$ cat src/rtl/bcc_pkg.sv
// ---------------------------------------------------------------------------
// Button click classifier package
// Shared types and constants for the classifier channels and core.
// ---------------------------------------------------------------------------
package bcc_pkg;

  localparam int unsigned CFG_DATA_W  = 16;
  localparam int unsigned CFG_INDEX_W = 1;
  localparam int unsigned COUNT_W     = 8;

  // Configuration register indexes.
  typedef enum logic [CFG_INDEX_W-1:0] {
    CFG_LONG_PRESS = 1'b0,
    CFG_CLICK_GAP  = 1'b1
  } cfg_index_t;

  localparam logic [CFG_DATA_W-1:0] LONG_PRESS_RESET = 16'd1000;
  localparam logic [CFG_DATA_W-1:0] CLICK_GAP_RESET  = 16'd300;

  // Event codes reported with each item.
  typedef enum logic [1:0] {
    EV_NONE   = 2'd0,
    EV_CLICK  = 2'd1,
    EV_DOUBLE = 2'd2,
    EV_LONG   = 2'd3
  } event_code_t;

  // Button sequence status. Code three is never produced and reads as idle.
  localparam logic [1:0] ST_IDLE     = 2'd0;
  localparam logic [1:0] ST_PRESSED  = 2'd1;
  localparam logic [1:0] ST_RELEASED = 2'd2;

endpackage

$ cat src/rtl/bcc_if.sv
// ---------------------------------------------------------------------------
// Button click classifier channels
// Valid/ready channels for button ticks, classified results and register
// writes.
// ---------------------------------------------------------------------------
interface bcc_tick_if;
  logic valid;
  logic ready;
  logic button_level;

  modport source (output valid, output button_level, input ready);
  modport sink (input valid, input button_level, output ready);
endinterface

interface bcc_result_if;
  import bcc_pkg::*;

  logic        valid;
  logic        ready;
  event_code_t event_code;
  logic        sequence_done;

  modport source (output valid, output event_code, output sequence_done, input ready);
  modport sink (input valid, input event_code, input sequence_done, output ready);
endinterface

interface bcc_cfg_if;
  import bcc_pkg::*;

  logic                  valid;
  logic                  ready;
  cfg_index_t            index;
  logic [CFG_DATA_W-1:0] data;

  modport source (output valid, output index, output data, input ready);
  modport sink (input valid, input index, input data, output ready);
endinterface

$ cat src/rtl/button_click_classifier_core.sv
// ---------------------------------------------------------------------------
// Button click classifier core
// Sorts sampled button levels into clicks, double clicks and long presses.
// ---------------------------------------------------------------------------
// Each result item is registered, offered the cycle after its tick. Throughput:
// one tick item per cycle unless the result stalls; the update is a pair of
// saturating increments and threshold compares ahead of the result register.
// Reset (rst, synchronous, active high) clears the sequence state, empties
// the result register and loads the thresholds with 1000 and 300 ticks.
// ---------------------------------------------------------------------------
module button_click_classifier_core #(
  parameter int unsigned TIMER_BITS = 16
) (
  input logic         clk,
  input logic         rst,
  bcc_tick_if.sink    tick,
  bcc_result_if.source result,
  bcc_cfg_if.sink     cfg
);
  import bcc_pkg::*;

  // Compares run at the wider of the timer and threshold widths, so a
  // threshold beyond the timer range is simply never reached.
  localparam int unsigned CMP_W = (TIMER_BITS > CFG_DATA_W) ? TIMER_BITS : CFG_DATA_W;

  // Configuration registers.
  logic [CFG_DATA_W-1:0] long_press_ticks;
  logic [CFG_DATA_W-1:0] click_gap_ticks;

  // Sequence state.
  logic [1:0]            press_status;
  logic [TIMER_BITS-1:0] press_timer;
  logic [TIMER_BITS-1:0] gap_timer;
  logic [COUNT_W-1:0]    release_count;

  logic [1:0]            press_status_next;
  logic [TIMER_BITS-1:0] press_timer_next;
  logic [TIMER_BITS-1:0] gap_timer_next;
  logic [COUNT_W-1:0]    release_count_next;

  // Result register.
  logic        out_valid;
  event_code_t out_event;
  logic        out_done;
  event_code_t event_next;
  logic        done_next;

  logic                  tick_fire;
  logic [1:0]            status_step;
  logic [COUNT_W-1:0]    count_step;
  logic [TIMER_BITS-1:0] press_timer_inc;
  logic [TIMER_BITS-1:0] gap_timer_inc;
  logic                  long_reached_inc;
  logic                  long_reached_held;
  logic                  gap_reached;

  // The result register parts the two sides: a new tick is taken whenever
  // the register is empty or its item leaves in this same cycle. Nothing is
  // taken while reset is held.
  assign tick.ready = !rst && (!out_valid || result.ready);
  assign tick_fire  = tick.valid && tick.ready;

  // Configuration writes are taken whenever the core is out of reset.
  assign cfg.ready = !rst;

  assign result.valid         = out_valid;
  assign result.event_code    = out_event;
  assign result.sequence_done = out_done;

  // Saturating timer increments.
  assign press_timer_inc = (&press_timer) ? press_timer : press_timer + 1'b1;
  assign gap_timer_inc   = (&gap_timer) ? gap_timer : gap_timer + 1'b1;

  assign long_reached_inc  = CMP_W'(press_timer_inc) >= CMP_W'(long_press_ticks);
  assign long_reached_held = CMP_W'(press_timer) >= CMP_W'(long_press_ticks);
  assign gap_reached       = CMP_W'(gap_timer_inc) >= CMP_W'(click_gap_ticks);

  always_comb begin
    // First the level updates the status; a falling level after a press
    // counts one release, saturating at the top of the counter.
    status_step = press_status;
    count_step  = release_count;
    if (tick.button_level) begin
      status_step = ST_PRESSED;
    end else if (press_status == ST_PRESSED) begin
      status_step = ST_RELEASED;
      if (!(&release_count)) begin
        count_step = release_count + 1'b1;
      end
    end

    press_status_next  = status_step;
    press_timer_next   = press_timer;
    gap_timer_next     = gap_timer;
    release_count_next = count_step;
    event_next         = EV_NONE;
    done_next          = 1'b0;

    case (status_step)
      ST_PRESSED: begin
        // Long click reported on every pressed tick at or past the threshold.
        press_timer_next = press_timer_inc;
        if (long_reached_inc) begin
          event_next = EV_LONG;
        end
      end
      ST_RELEASED: begin
        if (long_reached_held) begin
          // Release after a long press: clear at once, the gap timer stays.
          press_status_next  = ST_IDLE;
          press_timer_next   = '0;
          release_count_next = '0;
          done_next          = 1'b1;
        end else begin
          gap_timer_next = gap_timer_inc;
          if (gap_reached) begin
            // Resolve the counted releases; other counts give no event.
            if (count_step == COUNT_W'(1)) begin
              event_next = EV_CLICK;
            end else if (count_step == COUNT_W'(2)) begin
              event_next = EV_DOUBLE;
            end
            press_status_next  = ST_IDLE;
            press_timer_next   = '0;
            gap_timer_next     = '0;
            release_count_next = '0;
            done_next          = 1'b1;
          end
        end
      end
      default: begin
        // Idle, and the unused status code, leave everything as it is.
      end
    endcase
  end

  always_ff @(posedge clk) begin
    if (rst) begin
      long_press_ticks <= LONG_PRESS_RESET;
      click_gap_ticks  <= CLICK_GAP_RESET;
      press_status     <= ST_IDLE;
      press_timer      <= '0;
      gap_timer        <= '0;
      release_count    <= '0;
      out_valid        <= 1'b0;
    end else begin
      if (cfg.valid) begin
        unique case (cfg.index)
          CFG_LONG_PRESS: long_press_ticks <= cfg.data;
          CFG_CLICK_GAP:  click_gap_ticks  <= cfg.data;
          default: begin
          end
        endcase
      end
      if (tick_fire) begin
        press_status  <= press_status_next;
        press_timer   <= press_timer_next;
        gap_timer     <= gap_timer_next;
        release_count <= release_count_next;
        out_valid     <= 1'b1;
      end else if (result.ready) begin
        out_valid <= 1'b0;
      end
    end
  end

  // The result payload needs no reset; it loads with each accepted tick.
  always_ff @(posedge clk) begin
    if (tick_fire) begin
      out_event <= event_next;
      out_done  <= done_next;
    end
  end

  // A long click never comes with the end of a sequence.
  assert property (@(posedge clk) disable iff (rst)
    out_valid |-> !(out_event == EV_LONG && out_done))
    else $error("long click reported together with sequence end");

  // A click or double click is only ever reported as a sequence resolves.
  assert property (@(posedge clk) disable iff (rst)
    (out_valid && (out_event == EV_CLICK || out_event == EV_DOUBLE)) |-> out_done)
    else $error("click reported without resolving the sequence");

  // A pressed tick can only yield a long click or nothing, never an ending.
  assert property (@(posedge clk) disable iff (rst)
    (tick_fire && tick.button_level) |=>
      (!out_done && (out_event == EV_NONE || out_event == EV_LONG)))
    else $error("pressed tick resolved a sequence");

  // Reset leaves the result register empty.
  assert property (@(posedge clk) $past(rst) |-> !out_valid)
    else $error("result valid right after reset");

endmodule
$ cat src/flat_wrapper.sv
// flat-port wrapper written by rule: the top's interface ports become plain ports
module button_click_classifier_core_flat import bcc_pkg::*;
#(
  parameter int unsigned TIMER_BITS = 16
)
  (clk, rst, tick_valid, tick_button_level, tick_ready, result_valid, result_event_code, result_sequence_done, result_ready, cfg_valid, cfg_index, cfg_data, cfg_ready);
  bcc_tick_if tick_i ();
  bcc_result_if result_i ();
  bcc_cfg_if cfg_i ();
  input logic clk;
  input logic rst;
  input wire logic [$bits(tick_i.valid)-1:0] tick_valid;
  input wire logic [$bits(tick_i.button_level)-1:0] tick_button_level;
  output wire logic [$bits(tick_i.ready)-1:0] tick_ready;
  output wire logic [$bits(result_i.valid)-1:0] result_valid;
  output wire logic [$bits(result_i.event_code)-1:0] result_event_code;
  output wire logic [$bits(result_i.sequence_done)-1:0] result_sequence_done;
  input wire logic [$bits(result_i.ready)-1:0] result_ready;
  input wire logic [$bits(cfg_i.valid)-1:0] cfg_valid;
  input wire logic [$bits(cfg_i.index)-1:0] cfg_index;
  input wire logic [$bits(cfg_i.data)-1:0] cfg_data;
  output wire logic [$bits(cfg_i.ready)-1:0] cfg_ready;
  assign tick_i.valid = tick_valid;
  assign tick_i.button_level = tick_button_level;
  assign tick_ready = tick_i.ready;
  assign result_valid = result_i.valid;
  assign result_event_code = result_i.event_code;
  assign result_sequence_done = result_i.sequence_done;
  assign result_i.ready = result_ready;
  assign cfg_i.valid = cfg_valid;
  assign cfg_i.index = cfg_index;
  assign cfg_i.data = cfg_data;
  assign cfg_ready = cfg_i.ready;
  button_click_classifier_core #(.TIMER_BITS(TIMER_BITS)) u_core (.clk(clk), .rst(rst), .tick(tick_i), .result(result_i), .cfg(cfg_i));
endmodule
$ cat config.mk
export PLATFORM = sky130hd
export DESIGN_NAME = button_click_classifier_core_flat
export DESIGN_NICKNAME = d
export VERILOG_FILES = /design/src/rtl/bcc_pkg.sv /design/src/rtl/bcc_if.sv /design/src/rtl/button_click_classifier_core.sv /design/src/flat_wrapper.sv
export SDC_FILE = /design/constraint.sdc
export NUM_CORES = 1
export LEC_CHECK = 0
export BUFFER_PORTS_ARGS = -buffer_cell sky130_fd_sc_hd__buf_4
export CORE_ASPECT_RATIO = 1.75
export CORE_MARGIN = 2
export CORE_UTILIZATION = 67
export DETAILED_ROUTE_END_ITERATION = 8
export GPL_TIMING_DRIVEN = 0
export MAX_ROUTING_LAYER = met4
export PLACE_DENSITY = 0.9
export RECOVER_POWER = 50
export SLEW_MARGIN = 0
export SYNTH_ARGS = -nofsm -noshare
export SYNTH_HDL_FRONTEND = slang
export SYNTH_SLANG_ARGS = --single-unit
$ cat constraint.sdc
create_clock -name clk -period 7.45 [get_ports clk]
set_clock_uncertainty 0.05 [all_clocks]
set_input_delay 0.745 -clock clk [delete_from_list [all_inputs] [get_ports clk]]
set_output_delay 0.745 -clock clk [all_outputs]
set_load 0.01 [all_outputs]
==> results.md <==
* YS warnings at 0
* Iter 0 DRT Violations at 347
* Postcts setup bufs at 0
* Number of gates resized after CTS at 0
* Routed wire length at 14.9 mm
* Largest net degree at the start of global routing at 14
* Sink Count at 78
* Number of different library cells in the post-synthesis netlist at 60
* Initial antenna violation count at 0
* Vias in the first global route at 5183
* Worst path bufs/invs at 3
* Post-DP HPWL at 11.4 mm
* Gr busiest metal: met2
* Footprint of the multi-input gates at 3250 um2
* R2r worst-path depth at 16
* Die height at 120 um
* Fin crit share at 69.5%
* Vias post-DR at 5070
* DRC violation count after routing at 0
* Critical path's top delay family: compound AO/OA/AOI/OAI gates
* Cells after Synth at 659
* Die ar. at 8400 um2
* DRT antenna net count at 0
* Hold buffer count at cts at 0
* Post-synth EDFFs at 3
* Worst path cell trace: clkbuf_1 > nand4_2 > or4_1 > buf_2 > o31ai_1 > or3_1 > nand2_1 > ha_1 > nand3_1 > a311oi_1 > nor2_1 > a21oi_1 > o21a_1 > clkbuf_1 > o21ai_0 > a31o_2
* Clock slew at reported path FFs at 60 ps
* CTS tree: done
* First-pass GRT wire length at 24.1 mm
* Min Hold Slack at 406 ps
* Status: finished clean
* I/O Pins at 29
* Pwr Total at 0.993 mW
* Register area at 1590 um2
* Final net count at 774
* Hold Path Class: reg2reg
* Rel. slew slack at 42.5%
* WS Path Type: reg2reg
* Unrepaired setup endpoints after global routing: false
* GR Util met2 at 68.9%
* CTS buffer count at 9
* RD Place Congestion at 0.908
* Seq/Total Area, Yosys at 31.0%
* Synth area leaders: dfxtp_1, ha_1, nand2_1, a21oi_1, inv_1
* Leak at 2.44 nW
* Final Critical Period at 5180 ps
* Hold Fails Final Rpt at 0
* Levels on crit path at 16
* Layout cells sized above 1 at 7.11%
* Later-pin clock latency in the skew report at 350 ps
* GRT Residual Overflow at 0
* FFs w/ async S/R, synth at 0%
* Maximum buffer depth of the clock tree at 2
* Buffers on Ports at 28
* Fillers at 575
* Total GRT Usage at 37.7%
* CTS H-tree lvls at 3
* Share of the synthesized area in the top cell type at 29.3%
* Die extent in x at 70.1 um
* Synthesized net count at 735
* Hold Path Cell Cnt at 2
* Syn Area/Cell at 7.78 um2
* P per Cell Area at 174 nW/um2
* Reg2Reg Capture Point: u_core.press_timer[4]
* Num rows at 42
* Worst r2r src: u_core.gap_timer[4]
* Fmax at 193 MHz
* TritonRoute pass-1 iters at 5
* Number of diodes at 0
* WHS Endpoint: u_core.click_gap_ticks[12]
* CP endpoint kind: register
* Largest area contributor in the netlist: dfxtp_1
* Crit start category: register
* Per-cell routed wire length at 18.8 um
* Yosys reg bits at 78
* Core region area at 7510 um2
* Met3 Usage GRT at 6.63%
* Crit-path max FO at 10
* VDD IR-drop max at 0.000142 V
* Main synth FF type: dfxtp_1
* Hold wc startpoint: u_core.click_gap_ticks[12]
* Via density at 6.41
* Final core occ at 76.1%
* M1 GR Usage at 33.9%
* Final Setup Violations at 0
* R2R setup slack at 2270 ps
* Sum of negative setup slack at 0 ps
* Synth Cell Area at 5130 um2
* Area grow syn2layout at 11.5%
* Worst path arrival time at 5350 ps
* Initial Util at 68.3%
* Worst slew pin tran at 856 ps
* CP max stage cell: o31ai_1
* Pins Over Slew Limit at 0
* Max Cap Viol at 0
* Required @ worst endpoint at 7630 ps
* Root Driver: clkbuf_16
* Max incr delay on CP at 740 ps
* Most used cell, CP: clkbuf_1
[tightest hold or removal path: cells and delay by family (launching register included)]
| kind | cells | cell delay (ps) |
|---|---|---|
| AOI/OAI and AO/OA | 1 | 50 |
| DFF | 1 | 310 |
| and+or+nand+nor | 1 | 50 |
[Yosys cell counts (all sizes together) (6+ instances only)]
master,instances
and3,10
o211ai,13
nor2,36
o21ai,27
and2,7
nand3,32
a21oi,57
nor3,21
a211oi,10
nor2b,6
o22ai,8
ha,53
nand4,11
buf,7
nand2,93
a21o,14
clkbuf,21
or3,7
o21a,9
dfxtp,75
a22o,9
xnor2,14
a31oi,6
nand2b,9
inv,47
[worst max-delay path by stage]
stage | start | endpoint
after floorplan | u_core.gap_timer[4] | u_core.press_timer[11]
after global placement | u_core.gap_timer[4] | u_core.press_timer[11]
after detailed placement | u_core.gap_timer[4] | u_core.press_timer[11]
after CTS | u_core.gap_timer[4] | u_core.press_timer[11]
after global routing | u_core.gap_timer[4] | u_core.press_timer[4]
final | u_core.gap_timer[4] | u_core.press_timer[4]
[area by class of cell]
type	count	area share [%]
buffer	28	2.01
clock buffer	11	4.07
sequential	78	27.8
clock inverter	5	1.05
inverter	48	3.15
timing repair buffer	28	3.15
multi-input combinational	505	56.8
tap	88	1.93
[metal layers]
| layer | share of wire [%] | vias to the layer above |
|---|---|---|
| li1 | - | 2460 |
| met1 | 34 | 2336 |
| met2 | 55 | 197 |
| met3 | 4.6 | 77 |
| met4 | 6.4 | 0 |
| met5 | 0 | - |
[where the power goes]
part	total (mW)	leakage (nW)	internal, mW	switching (mW)
registers	0.439	0.639	0.432	0.00751
clock network	0.446	0.140	0.261	0.185
logic	0.108	1.67	0.0395	0.0687
[cells in the final DEF, fill, tap and decap left out, types with 10 or more instances in the layout]
| master | n |
|---|---|
| xnor2_1 | 14 |
| a211oi_1 | 10 |
| o211ai_1 | 13 |
| buf_4 | 20 |
| inv_1 | 47 |
| nor3_1 | 21 |
| nand3_1 | 30 |
| dfxtp_1 | 75 |
| a21oi_1 | 57 |
| nand4_1 | 10 |
| and3_1 | 10 |
| a21o_1 | 14 |
| o21ai_0 | 27 |
| nor2_1 | 36 |
| nand2_1 | 93 |
| ha_1 | 53 |
| clkbuf_1 | 35 |
[logic make-up (layout without fill, tap and decap cells)]
group | Yosys count | in the layout | share of synthesized area (%)
buffers and inverters | 76 | 120 | 5.78
AND/OR/NAND/NOR | 249 | 249 | 23.6
adder cells (fa/ha/maj) | 53 | 53 | 12.9
flip-flops | 78 | 78 | 31.0
AO/OA/AOI/OAI | 183 | 183 | 23.1
multiplexers | 3 | 3 | 0.585
XOR/XNOR | 17 | 17 | 2.90
[through the flow]
step	setup slack [ps]	cell area (um2)	cells
2_1_floorplan	3380	5130	659
3_3_place_gp	2200	5450	775
3_5_place_dp	2050	5450	775
4_1_cts	2060	5740	791
5_1_grt	1940	5720	791
6_report	2270	5720	791
[sequential cells by signal, summed over array words and instances, names as in the netlist]
signal                       count
u_core.click_gap_ticks          16
u_core.gap_timer                16
u_core.long_press_ticks         16
u_core.press_status              2
u_core.press_timer              16
u_core.release_count             8
u_core.result.event_code         2
u_core.result.sequence_done      1
u_core.result.valid              1
(Power assumes the default switching activity.)
